==> src/sv/isa_pkg.sv <==
`timescale 1ns / 1ps
// ----------------------------------------------------------------------------
// isa_pkg
// Shared widths, codes and record types of the idle slot allocator.
// ----------------------------------------------------------------------------
package isa_pkg;

    localparam int SLOT_W    = 6;
    localparam int USER_W    = 7;
    localparam int STAMP_W   = 32;
    localparam int CFG_IDX_W = 1;
    localparam int CFG_DAT_W = 32;

    localparam int DEF_SLOT_COUNT = 64;

    localparam logic [STAMP_W-1:0] MIN_IDLE_RST   = 32'd10000;
    localparam logic [SLOT_W-1:0]  SCAN_START_RST = '0;

    localparam logic REQ_UPDATE = 1'b0;
    localparam logic REQ_ALLOC  = 1'b1;

    localparam logic [CFG_IDX_W-1:0] REG_MIN_IDLE   = 1'b0;
    localparam logic [CFG_IDX_W-1:0] REG_SCAN_START = 1'b1;

    typedef struct packed {
        logic               req_type;
        logic [SLOT_W-1:0]  slot;
        logic               in_use;
        logic               allocated;
        logic [STAMP_W-1:0] stamp;
        logic [STAMP_W-1:0] now;
    } isa_item_t;

    typedef struct packed {
        logic [STAMP_W-1:0] min_idle_time;
        logic [SLOT_W-1:0]  scan_start;
    } isa_cfg_t;

    typedef struct packed {
        logic              found;
        logic [SLOT_W-1:0] chosen_slot;
        logic [USER_W-1:0] user_count;
    } isa_res_t;

    typedef struct packed {
        logic               in_use;
        logic               allocated;
        logic [STAMP_W-1:0] stamp;
    } isa_row_t;

    localparam int ROW_W = $bits(isa_row_t);

endpackage

==> src/sv/isa_slot_ram.sv <==
`timescale 1ns / 1ps
// ----------------------------------------------------------------------------
// isa_slot_ram
// Slot record memory, one write port and one read port, registered read.
// ----------------------------------------------------------------------------
module isa_slot_ram #(
    parameter int DEPTH = 64,
    parameter int AW    = 6,
    parameter int DW    = 34
) (
    input  logic          aclk,
    input  logic          wr_en,
    input  logic [AW-1:0] wr_addr,
    input  logic [DW-1:0] wr_data,
    input  logic [AW-1:0] rd_addr,
    output logic [DW-1:0] rd_data
);

    logic [DW-1:0] mem [DEPTH];
    logic [DW-1:0] rd_data_reg;

    always_ff @(posedge aclk) begin
        if (wr_en) begin
            mem[wr_addr] <= wr_data;
        end
        rd_data_reg <= mem[rd_addr];
    end

    assign rd_data = rd_data_reg;

endmodule

==> src/sv/isa_engine.sv <==
`timescale 1ns / 1ps
// ----------------------------------------------------------------------------
// isa_engine
// Sequencer of the allocator: clearing pass, record update by read-modify-
// write, and a streamed scan over the slot memory that tracks the oldest idle
// candidate, the round-robin free slot and the first free slot.
// ----------------------------------------------------------------------------
module isa_engine import isa_pkg::*; #(
    parameter int SLOT_COUNT = DEF_SLOT_COUNT,
    parameter int IDX_W      = (SLOT_COUNT > 1) ? $clog2(SLOT_COUNT) : 1
) (
    input  logic             aclk,
    input  logic             aresetn,
    input  isa_cfg_t         cfg,
    input  logic             in_valid,
    output logic             in_ready,
    input  isa_item_t        in_item,
    output logic             res_valid,
    input  logic             res_ready,
    output isa_res_t         res,
    output logic             wr_en,
    output logic [IDX_W-1:0] wr_addr,
    output logic [ROW_W-1:0] wr_data,
    output logic [IDX_W-1:0] rd_addr,
    input  logic [ROW_W-1:0] rd_data
);

    localparam int CMP_W = ((IDX_W > SLOT_W) ? IDX_W : SLOT_W) + 1;
    localparam logic [IDX_W-1:0] LAST_IDX = IDX_W'(SLOT_COUNT - 1);
    localparam logic [CMP_W-1:0] COUNT_C  = CMP_W'(SLOT_COUNT);

    typedef enum logic [2:0] {
        S_CLEAR, S_IDLE, S_UPD_RD, S_UPD_WR, S_SCAN, S_DRAIN, S_DONE
    } state_t;

    state_t             state_reg;
    logic [IDX_W-1:0]   cnt_reg;
    isa_item_t          item_reg;
    logic [USER_W-1:0]  count_reg;

    logic               d_vld_reg;
    logic               d_last_reg;
    logic [IDX_W-1:0]   d_idx_reg;

    logic               a_vld_reg;
    logic               a_last_reg;
    logic [IDX_W-1:0]   a_idx_reg;
    logic               a_cand_reg;
    logic               a_free_reg;
    logic [STAMP_W-1:0] a_age_reg;

    logic               have_reg;
    logic [STAMP_W-1:0] best_age_reg;
    logic [IDX_W-1:0]   best_idx_reg;
    logic               rr_hit_reg;
    logic [IDX_W-1:0]   rr_idx_reg;
    logic               any_reg;
    logic [IDX_W-1:0]   first_idx_reg;

    isa_row_t           rd_row;
    isa_row_t           new_row;
    logic [IDX_W-1:0]   upd_addr;
    logic               slot_ok;
    logic [CMP_W-1:0]   scan_w;
    logic [CMP_W-1:0]   start_c;
    logic               cnt_last;
    logic               best_hit;
    logic               first_hit;
    logic               rr_take;
    logic               accept;

    assign rd_row   = isa_row_t'(rd_data);
    assign upd_addr = IDX_W'(item_reg.slot);
    assign slot_ok  = CMP_W'(in_item.slot) < COUNT_C;
    assign scan_w   = CMP_W'(cfg.scan_start);
    assign start_c  = (scan_w < COUNT_C) ? scan_w : '0;
    assign cnt_last = (cnt_reg == LAST_IDX);

    assign in_ready  = (state_reg == S_IDLE);
    assign accept    = in_valid && in_ready;
    assign res_valid = (state_reg == S_DONE);

    assign best_hit  = a_cand_reg && (a_age_reg > cfg.min_idle_time)
                       && (!have_reg || (a_age_reg > best_age_reg));
    assign first_hit = a_free_reg && !any_reg;
    assign rr_take   = a_free_reg && !rr_hit_reg && (CMP_W'(a_idx_reg) >= start_c);

    assign new_row.in_use    = item_reg.in_use;
    assign new_row.allocated = item_reg.allocated;
    assign new_row.stamp     = item_reg.stamp;

    // memory ports
    always_comb begin
        wr_en   = (state_reg == S_CLEAR) || (state_reg == S_UPD_WR);
        wr_addr = (state_reg == S_CLEAR) ? cnt_reg : upd_addr;
        wr_data = (state_reg == S_CLEAR) ? '0 : ROW_W'(new_row);
        rd_addr = (state_reg == S_SCAN) ? cnt_reg : upd_addr;
    end

    // result selection
    always_comb begin
        res.found       = 1'b0;
        res.chosen_slot = '0;
        res.user_count  = count_reg;
        if (item_reg.req_type == REQ_ALLOC) begin
            if (have_reg) begin
                res.found       = 1'b1;
                res.chosen_slot = SLOT_W'(best_idx_reg);
            end else if (rr_hit_reg) begin
                res.found       = 1'b1;
                res.chosen_slot = SLOT_W'(rr_idx_reg);
            end else if (any_reg) begin
                res.found       = 1'b1;
                res.chosen_slot = SLOT_W'(first_idx_reg);
            end
        end
    end

    always_ff @(posedge aclk) begin
        if (!aresetn) begin
            state_reg  <= S_CLEAR;
            cnt_reg    <= '0;
            count_reg  <= '0;
            d_vld_reg  <= 1'b0;
            a_vld_reg  <= 1'b0;
            have_reg   <= 1'b0;
            rr_hit_reg <= 1'b0;
            any_reg    <= 1'b0;
        end else begin
            d_vld_reg <= (state_reg == S_SCAN);
            a_vld_reg <= d_vld_reg;
            case (state_reg)
                S_CLEAR: begin
                    cnt_reg <= cnt_last ? '0 : cnt_reg + 1'b1;
                    if (cnt_last) begin
                        state_reg <= S_IDLE;
                    end
                end
                S_IDLE: begin
                    if (in_valid) begin
                        cnt_reg <= '0;
                        if (in_item.req_type == REQ_ALLOC) begin
                            state_reg <= S_SCAN;
                        end else if (slot_ok) begin
                            state_reg <= S_UPD_RD;
                        end else begin
                            state_reg <= S_DONE;
                        end
                    end
                end
                S_UPD_RD: begin
                    state_reg <= S_UPD_WR;
                end
                S_UPD_WR: begin
                    if (rd_row.in_use && !item_reg.in_use) begin
                        count_reg <= count_reg - 1'b1;
                    end else if (!rd_row.in_use && item_reg.in_use) begin
                        count_reg <= count_reg + 1'b1;
                    end
                    state_reg <= S_DONE;
                end
                S_SCAN: begin
                    cnt_reg <= cnt_last ? '0 : cnt_reg + 1'b1;
                    if (cnt_last) begin
                        state_reg <= S_DRAIN;
                    end
                end
                S_DRAIN: begin
                    if (a_vld_reg && a_last_reg) begin
                        state_reg <= S_DONE;
                    end
                end
                S_DONE: begin
                    if (res_ready) begin
                        state_reg <= S_IDLE;
                    end
                end
                default: begin
                    state_reg <= S_IDLE;
                end
            endcase
            if (accept) begin
                have_reg   <= 1'b0;
                rr_hit_reg <= 1'b0;
                any_reg    <= 1'b0;
            end else if (a_vld_reg) begin
                if (best_hit) begin
                    have_reg <= 1'b1;
                end
                if (rr_take) begin
                    rr_hit_reg <= 1'b1;
                end
                if (first_hit) begin
                    any_reg <= 1'b1;
                end
            end
        end
    end

    // scan datapath
    always_ff @(posedge aclk) begin
        if (accept) begin
            item_reg <= in_item;
        end
        d_last_reg <= cnt_last;
        d_idx_reg  <= cnt_reg;
        a_last_reg <= d_last_reg;
        a_idx_reg  <= d_idx_reg;
        a_cand_reg <= !rd_row.in_use && rd_row.allocated;
        a_free_reg <= !rd_row.in_use;
        a_age_reg  <= item_reg.now - rd_row.stamp;
        if (a_vld_reg) begin
            if (best_hit) begin
                best_age_reg <= a_age_reg;
                best_idx_reg <= a_idx_reg;
            end
            if (rr_take) begin
                rr_idx_reg <= a_idx_reg;
            end
            if (first_hit) begin
                first_idx_reg <= a_idx_reg;
            end
        end
    end

endmodule

==> src/sv/idle_slot_allocator.sv <==
`timescale 1ns / 1ps
// ----------------------------------------------------------------------------
// idle_slot_allocator
// Session slot table with idle-age based slot allocation.
//
// Items arrive on the s_ channel (valid/ready). An update beat rewrites one
// slot record; a request beat picks a slot: the free-but-allocated slot with
// the largest idle age above min_idle_time, else the first free slot found
// round-robin from scan_start. Every beat yields one m_ beat that also
// carries the count of in-use slots. The user must write registers on the cfg_ port
// only while the block is idle; the block itself does not enforce it.
// A request streams every slot record through the single memory read port
// once, one slot a cycle. One item is in work at a time.
// After reset a clearing pass over every slot zeroes the marks; s_ready
// stays low until it ends. Configuration reverts to its reset values.
// Results sit in an output register: the next beat is accepted while a result
// waits, and a stalled m_ready holds only the finish of that next item.
// ----------------------------------------------------------------------------
module idle_slot_allocator import isa_pkg::*; #(
    parameter int SLOT_COUNT = DEF_SLOT_COUNT
) (
    input  logic                 aclk,
    input  logic                 aresetn,
    input  logic                 s_valid,
    output logic                 s_ready,
    input  logic                 s_req_type,
    input  logic [SLOT_W-1:0]    s_slot,
    input  logic                 s_in_use,
    input  logic                 s_allocated,
    input  logic [STAMP_W-1:0]   s_stamp,
    input  logic [STAMP_W-1:0]   s_now,
    output logic                 m_valid,
    input  logic                 m_ready,
    output logic                 m_found,
    output logic [SLOT_W-1:0]    m_chosen_slot,
    output logic [USER_W-1:0]    m_user_count,
    input  logic                 cfg_we,
    input  logic [CFG_IDX_W-1:0] cfg_index,
    input  logic [CFG_DAT_W-1:0] cfg_wdata
);

    localparam int IDX_W = (SLOT_COUNT > 1) ? $clog2(SLOT_COUNT) : 1;

    isa_cfg_t         cfg_reg;
    isa_item_t        in_item;
    isa_res_t         res;
    isa_res_t         res_reg;
    logic             m_valid_reg;
    logic             res_valid;
    logic             res_ready;
    logic             wr_en;
    logic [IDX_W-1:0] wr_addr;
    logic [ROW_W-1:0] wr_data;
    logic [IDX_W-1:0] rd_addr;
    logic [ROW_W-1:0] rd_data;

    assign in_item.req_type  = s_req_type;
    assign in_item.slot      = s_slot;
    assign in_item.in_use    = s_in_use;
    assign in_item.allocated = s_allocated;
    assign in_item.stamp     = s_stamp;
    assign in_item.now       = s_now;

    // configuration registers
    always_ff @(posedge aclk) begin
        if (!aresetn) begin
            cfg_reg.min_idle_time <= MIN_IDLE_RST;
            cfg_reg.scan_start    <= SCAN_START_RST;
        end else if (cfg_we) begin
            case (cfg_index)
                REG_MIN_IDLE:   cfg_reg.min_idle_time <= cfg_wdata;
                REG_SCAN_START: cfg_reg.scan_start    <= cfg_wdata[SLOT_W-1:0];
                default: begin
                end
            endcase
        end
    end

    isa_slot_ram #(
        .DEPTH (SLOT_COUNT),
        .AW    (IDX_W),
        .DW    (ROW_W)
    ) u_ram (
        .aclk    (aclk),
        .wr_en   (wr_en),
        .wr_addr (wr_addr),
        .wr_data (wr_data),
        .rd_addr (rd_addr),
        .rd_data (rd_data)
    );

    isa_engine #(
        .SLOT_COUNT (SLOT_COUNT),
        .IDX_W      (IDX_W)
    ) u_engine (
        .aclk      (aclk),
        .aresetn   (aresetn),
        .cfg       (cfg_reg),
        .in_valid  (s_valid),
        .in_ready  (s_ready),
        .in_item   (in_item),
        .res_valid (res_valid),
        .res_ready (res_ready),
        .res       (res),
        .wr_en     (wr_en),
        .wr_addr   (wr_addr),
        .wr_data   (wr_data),
        .rd_addr   (rd_addr),
        .rd_data   (rd_data)
    );

    // output register
    assign res_ready = !m_valid_reg || m_ready;

    always_ff @(posedge aclk) begin
        if (!aresetn) begin
            m_valid_reg <= 1'b0;
        end else if (res_valid && res_ready) begin
            m_valid_reg <= 1'b1;
        end else if (m_ready) begin
            m_valid_reg <= 1'b0;
        end
    end

    always_ff @(posedge aclk) begin
        if (res_valid && res_ready) begin
            res_reg <= res;
        end
    end

    assign m_valid       = m_valid_reg;
    assign m_found       = res_reg.found;
    assign m_chosen_slot = res_reg.chosen_slot;
    assign m_user_count  = res_reg.user_count;

`ifndef ASSERT_OFF
    a_one_item: assert property (@(posedge aclk) disable iff (!aresetn)
        s_valid && s_ready |=> !s_ready)
        else $error("input accepted while an item is in work");

    a_count_range: assert property (@(posedge aclk) disable iff (!aresetn)
        m_valid |-> (SLOT_COUNT >= 128) || (32'(m_user_count) <= SLOT_COUNT))
        else $error("in-use count above slot count");

    a_chosen_range: assert property (@(posedge aclk) disable iff (!aresetn)
        m_valid && m_found |-> (32'(m_chosen_slot) < SLOT_COUNT) || (SLOT_COUNT > 64))
        else $error("chosen slot outside the table");

    a_not_found_zero: assert property (@(posedge aclk) disable iff (!aresetn)
        m_valid && !m_found |-> (m_chosen_slot == '0))
        else $error("slot index given without a find");
`endif

endmodule
==> config.mk <==
export PLATFORM = sky130hd
export DESIGN_NAME = idle_slot_allocator
export DESIGN_NICKNAME = d
export VERILOG_FILES = /design/src/sv/isa_pkg.sv /design/src/sv/isa_slot_ram.sv /design/src/sv/isa_engine.sv /design/src/sv/idle_slot_allocator.sv
export SDC_FILE = /design/constraint.sdc
export NUM_CORES = 2
export LEC_CHECK = 0
export ABC_AREA = 1
export BUFFER_PORTS_ARGS = -buffer_cell sky130_fd_sc_hd__buf_2
export CAP_MARGIN = 5
export CORE_ASPECT_RATIO = 1.5
export CORE_UTILIZATION = 50
export CTS_CLUSTER_SIZE = 8
export DETAILED_ROUTE_END_ITERATION = 10
export PLACE_DENSITY = 0.71
export RECOVER_POWER = 100
export SLEW_MARGIN = 10
export SYNTH_ARGS = -nofsm -noshare
export SYNTH_HDL_FRONTEND = slang
export SYNTH_HIERARCHICAL = 1
export SYNTH_SLANG_ARGS = --single-unit
==> constraint.sdc <==
create_clock -name aclk -period 7.4 [get_ports aclk]
set_input_delay 0.74 -clock aclk [delete_from_list [all_inputs] [get_ports aclk]]
set_output_delay 0.74 -clock aclk [all_outputs]
set_load 0.01 [all_outputs]
**Yosys cells after proc, flatten, opt, wreduce, memory -nomap -nowiden**

Memories as Yosys holds them, arrays and structs flattened. A register that Yosys moved wholly into a read port is not among the register bits.
Index checks and enable logic that the tools add are counted.

- Bits of input ports: 111
- Memory bits (writable): 2,176
- Memories: 1
- Register bits: 245
- Output and inout port bits: 16

Memory list:

| name | words | bits a word | rd ports | clocked after Yosys merged registers in | wr ports | RTL line | text |
|---|---|---|---|---|---|---|---|
| u_ram.mem | 64 | 34 | 1 | 1 | 1 | isa_slot_ram.sv:19 | `logic [DW-1:0] mem [DEPTH];` |

- $lt $le $gt $ge: 4
- $add $sub $neg: 4
- Mux-type cells: 23
- Bitwise logic cells: 2
- Equal/unequal tests: 12
- Reductions and logical operators: 34

Operator list:

| cell | count |
|---|---|
| $gt 32x32->1 | 2 |
| $mux 7 | 5 |
| $mux 34 | 1 |
| $sub 32x32->32 | 1 |
| $mux 6 | 5 |
| $pmux 3 s7 | 1 |
| $mux 3 | 6 |
| $reduce_and 2->1 | 7 |
| $pmux 6 s2 | 1 |
| $logic_and 1x1->1 | 11 |
| $eq 3x3->1 const B | 3 |
| $ne 2x1->1 const B | 4 |
| $add 7x1->7 const B | 1 |
| $ge 6x7->1 | 1 |
| $lt 6x7->1 const B | 1 |
| $sub 7x1->7 const B | 1 |
| $add 6x1->6 const B | 1 |
| $eq 3x2->1 const B | 2 |
| $eq 6x6->1 const B | 1 |
| $logic_not 1->1 | 6 |
| $reduce_bool 2->1 | 3 |
| $reduce_and 5->1 | 1 |
| $mux 1 | 4 |
| $reduce_or 2->1 | 2 |
| other kinds (5) | 8 |

**Logic depth before layout (Yosys ltp)**

- Depth in word-level cells: 5
- Gate-level depth with buffers: 19
- Gate-level depth less buffers: 15

**Modules after synthesis**

Netlist, hierarchy kept.

Modules (own cells, without submodules):

| module | cells an instance | seq. area each (um2) | times used | area an instance (um2) |
|---|---|---|---|---|
| isa_slot_ram | 7,188 | 66,023.3 | 1 | 87,941.8 |
| isa_engine | 1,184 | 5,074.9 | 1 | 10,385.0 |
| idle_slot_allocator | 247 | 1,201.2 | 1 | 2,099.5 |

**Worst setup path before layout**

Ideal clock, no wire load.

- Path type: flip-flop to flip-flop
- Start: reg u_engine.state_reg[1]
- End: mem u_ram.mem[48][0] (enable)
- Slack: 1,973 ps
- Setup time: 512 ps
- Required time: 6,888 ps
- Stages on the path, launching flop included: 9
- Arrival: 4,915 ps
- Path buffers: 1
- Cells stage by stage: dfxtp_1 > inv_2 > nand2_1 > nor2_2 > inv_2 > clkbuf_1 > o21ai_0 > nand4_1 > nor4_1

RTL lines:

| item | RTL line | text |
|---|---|---|
| start: declaration | isa_engine.sv:36 | `state_t state_reg;` |
| start signal: assignment | isa_engine.sv:121 | `state_reg <= S_CLEAR;` |
| start signal: assignment | isa_engine.sv:136 | `state_reg <= S_IDLE;` |
| start signal: assignment | isa_engine.sv:143 | `state_reg <= S_SCAN;` |
| $logic_not 3->1 | isa_engine.sv:95 | `wr_addr = (state_reg == S_CLEAR) ? cnt_reg : upd_addr;` |
| $mux 6 | isa_engine.sv:95 |  |
| named net wr_addr[4] | idle_slot_allocator.sv:52 | `logic [IDX_W-1:0] wr_addr;` |
| end: declaration | isa_slot_ram.sv:19 |  |

The timed path passes the listed nets, and every way through them passes these cells.

**Worst setup path after layout**

- Start: reg u_engine.state_reg[1]
- End: mem u_ram.mem[39][3] (enable)

The elaborated chain is that of the path after synthesis.

==> results.md <==
* First-pass DRT Iterations at 9
* Starting Density at 0.503
* Routed wire length per instance at approximately 25 µm
* Reg2reg path depth at 8
* Mapped cell area at 100000 µm²
* Syn-to-layout area delta at 12.8%
* Clk slew on worst S/H paths at about 0.05 ns
* Post-Syn Instances at 8619
* Worst min path class: input port to flop
* WHS Endpoint: u_engine/item_reg[39]$_DFFE_PP_
* Post-CTS Hold Buffers at 0
* Max Buffers Root-to-Sink at 4
* Static Leak at a little over 40 nW
* Critical Path RT at 7.88 ns
* Post-synth ARST share at 0
* Total grt overflow at 0
* Worst path cell trace: inv_1, nand2_1, nor2_1, inv_2, o21ai_1, nand4_1, nor2_1, buf_4
* Most used routing layer: met2
* Max_cap viols at 33
* Initial antenna violation count at 11
* Clock root cell: clkbuf_16
* Unrepaired setup endpoints after global routing: false
* CP max-delay cell: nor2_1
* Placed Instances at 11000
* Worst hold path startpoint: s_stamp[7]
* Vias in the first global route at between 60000 and 70000
* Worst Path Buf+Inv at 3
* Reg-to-reg endpoint: u_ram/mem[39][3]$_DFFE_PP_
* Met1 GRT Util at 0.341
* Worst path top cell family by delay: simple AND/OR/NAND/NOR gates
* CTS Buf Count at between 300 and 400
* Register bit total from synthesis at ~2500
* # rows at roughly 200
* CP Capture Type: flop
* Setup repair bufs after CTS at 0
* Register area share after synthesis at 0.720
* Fraction of layout cells with a size suffix above 1 at 0.0813
* First-pass GRT wire length at approximately 430000 µm
* Die Y-Extent at approximately 550 µm
* Most numerous cell on the critical path: nor2_1
* Yosys warns at 6
* Highest cell delay on the worst timing path at about 1.5 ns
* CTS Sinks at ~2500
* Synth Flop Type: edfxtp_1
* Worst Clk Skew at 0.0563 ns
* PwrDens at around 260 nW/µm²
* Syn Nets at just under 9000
* Layout Nets at around 9000
* Core Region at 200000 µm²
* Hpwl dp at around 160000 µm
* Worst slew pin tran at 3.97 ns
* Fin. max-slew vios at roughly 1400
* Worst-path fanout max at 23
* Final setup violation count at 0
* Antenna-violating nets left at 0
* Global Route met2 Usage at 0.479
* Setup_tns at 0 ns
* Worst slew margin at -1.64
* Max reg flops at about 2200
* H-tree depth at 5
* Cell area after layout at ~110000 µm²
* Hold slack at roughly 0.039 ns
* Via-per-instance ratio at ~6
* Hold Path Depth at 1
* Largest net degree at the start of global routing at 219
* Clock Latency Late Sink at approximately 0.87 ns
* Total Routing Usage GR at 0.284
* Reg2reg setup slack at between 1 and 1.5 ns
* Type of origin of the critical path: flop
* Post-synth EDFFs at between 2000 and 2500
* CP Class: flop to flop
* Yosys cell types at 47
* Post-Layout Cell Count at roughly 12000
* DR DRC count at 0
* Final core occ at 0.568
* Worst VDD drop at 174 µV
* Arr. time, crit path at roughly 6.6 ns
* Final-report hold violation count at 0
* R2R Path Start: u_engine/state_reg[1]$_SDFFE_PN0P_
* Status: finished with violations
* Fmax at between 150 and 200 MHz
* Die Area at around 200000 µm²
* Period minus WS final at 6.08 ns
* Final period util at 0.821
* Met3 usage at 0.0511
* Placed Area at 104000 µm²
* Number of DRC markers in iteration 0 at 9392
* Violated checks: capacitance limit, slew limit
* Port Buf Inserts at 126
* Final RePlAce weighted congestion at 0.931
* Io pins at roughly 130
* Die X at ~370 µm
* Routed via count at between 60000 and 70000
* CTS tree: built
* Syn avg cell area at roughly 12 µm²
* # resized after CTS at 0
* Final wirelength at a little under 300000 µm
==> logic make-up (layout without fill, tap and decap cells) <==
logic type / after synthesis / count (layout) / share of synthesized area
AOI/OAI and AO/OA: 186 / 186 / 0.0104
xor gates and xnor gates: 23 / 23 / 0.00201
adders and majority gates: 110 / 110 / 0.0139
buffers and inverters: 789 / 1084 / 0.0367
DFF: 2455 / 2455 / 0.720
other: 0 / 3 / 0
and+or+nand+nor: 5056 / 5056 / 0.217
==> per-stage QoR <==
| step | power, W | setup WS [ns] |
|---|---|---|
| 4_1_cts | 0.0297 | 2.57 |
| 3_5_place_dp | 0.0156 | 2.59 |
| 5_1_grt | 0.0303 | 1.16 |
| 6_report | 0.0297 | 1.32 |
| 3_3_place_gp | 0.0156 | 2.65 |
| 2_1_floorplan | 0.0155 | 1.97 |
==> cell usage in the layout (no fill, tap or decap), types with 4 or more instances in the layout <==
| master | n |
|---|---|
| a21boi_0 | 4 |
| a21o_1 | 6 |
| a21oi_1 | 98 |
| a31oi_1 | 4 |
| buf_12 | 23 |
| buf_2 | 101 |
| buf_4 | 67 |
| clkbuf_1 | 185 |
| clkbuf_16 | 352 |
| clkbuf_2 | 48 |
| clkinv_16 | 4 |
| clkinv_8 | 4 |
| dfxtp_1 | 142 |
| edfxtp_1 | 2313 |
| ha_1 | 108 |
| inv_1 | 274 |
| inv_2 | 6 |
| inv_6 | 10 |
| nand2_1 | 2667 |
| nand3_1 | 2101 |
| nand3_2 | 5 |
| nand4_1 | 22 |
| nor2_1 | 146 |
| nor2_4 | 84 |
| nor3_1 | 9 |
| nor4_1 | 11 |
| o21ai_0 | 47 |
| o21ai_1 | 7 |
| o21ai_4 | 5 |
| xnor2_1 | 5 |
| xor2_1 | 18 |
==> cell usage after synthesis, types with 4 or more instances <==
master | number | area share
nor2_2 | 5 | 0.00031
o21ai_1 | 4 | 0.00020
inv_2 | 10 | 0.00037
buf_4 | 54 | 0.0040
dfxtp_1 | 142 | 0.028
o21ai_2 | 7 | 0.00061
nand2_1 | 2665 | 0.10
nand4_1 | 21 | 0.0013
xnor2_1 | 5 | 0.00044
buf_2 | 283 | 0.014
buf_1 | 42 | 0.0016
ha_1 | 108 | 0.013
edfxtp_1 | 2313 | 0.69
a21oi_1 | 95 | 0.0047
a21o_1 | 6 | 0.00045
buf_6 | 21 | 0.0024
nand3_1 | 2100 | 0.10
nor3_1 | 9 | 0.00045
inv_1 | 274 | 0.010
xor2_1 | 18 | 0.0016
nor4_1 | 11 | 0.00069
nand3_2 | 6 | 0.00060
clkbuf_1 | 101 | 0.0038
o21ai_0 | 49 | 0.0024
a31oi_1 | 4 | 0.00025
nor2_1 | 228 | 0.0085
==> power by group <==
group          internal, W  leakage [nW]  switching (W)  total [W]
logic            0.0000672          16.1       0.000162   0.000230
clock network      0.00865          4.65        0.00566     0.0143
registers           0.0151          20.4      0.0000251     0.0151
==> routing by layer <==
layer / wire length (µm) / vias up / part of all wire
met4: 19000 / 8 / 0.065
met3: 31200 / 898 / 0.11
met5: 48 / - / 0.00016
met1: 99700 / 33500 / 0.34
li1: - / 30400 / -
met2: 143000 / 4423 / 0.49
==> cell type report <==
cell class,instances,area (µm²)
sequential,2455,72300
multi-input combinational,5375,25100
tap,2639,3300
clock buffer,499,9360
inverter,287,1120
timing repair buffer,277,1850
antenna,3,7.51
clock inverter,21,315
fill,15700,86400
==> how the worst max path moves through the flow <==
stage | endpoint | slack (ns) | from | cells past startpoint
detailed placement | u_ram/rd_data[23]$_DFF_P_ | 2.59 | u_engine/state_reg[1]$_SDFFE_PN0P_ | 14
CTS | u_ram/rd_data[23]$_DFF_P_ | 2.57 | u_engine/state_reg[1]$_SDFFE_PN0P_ | 14
global placement | u_ram/rd_data[23]$_DFF_P_ | 2.65 | u_engine/state_reg[1]$_SDFFE_PN0P_ | 14
floorplan | u_ram/mem[48][0]$_DFFE_PP_ | 1.97 | u_engine/state_reg[1]$_SDFFE_PN0P_ | 8
finish | u_ram/mem[39][3]$_DFFE_PP_ | 1.32 | u_engine/state_reg[1]$_SDFFE_PN0P_ | 8
global route | u_ram/mem[39][3]$_DFFE_PP_ | 1.16 | u_engine/state_reg[1]$_SDFFE_PN0P_ | 8
Power figures use the tool's default switching activity.
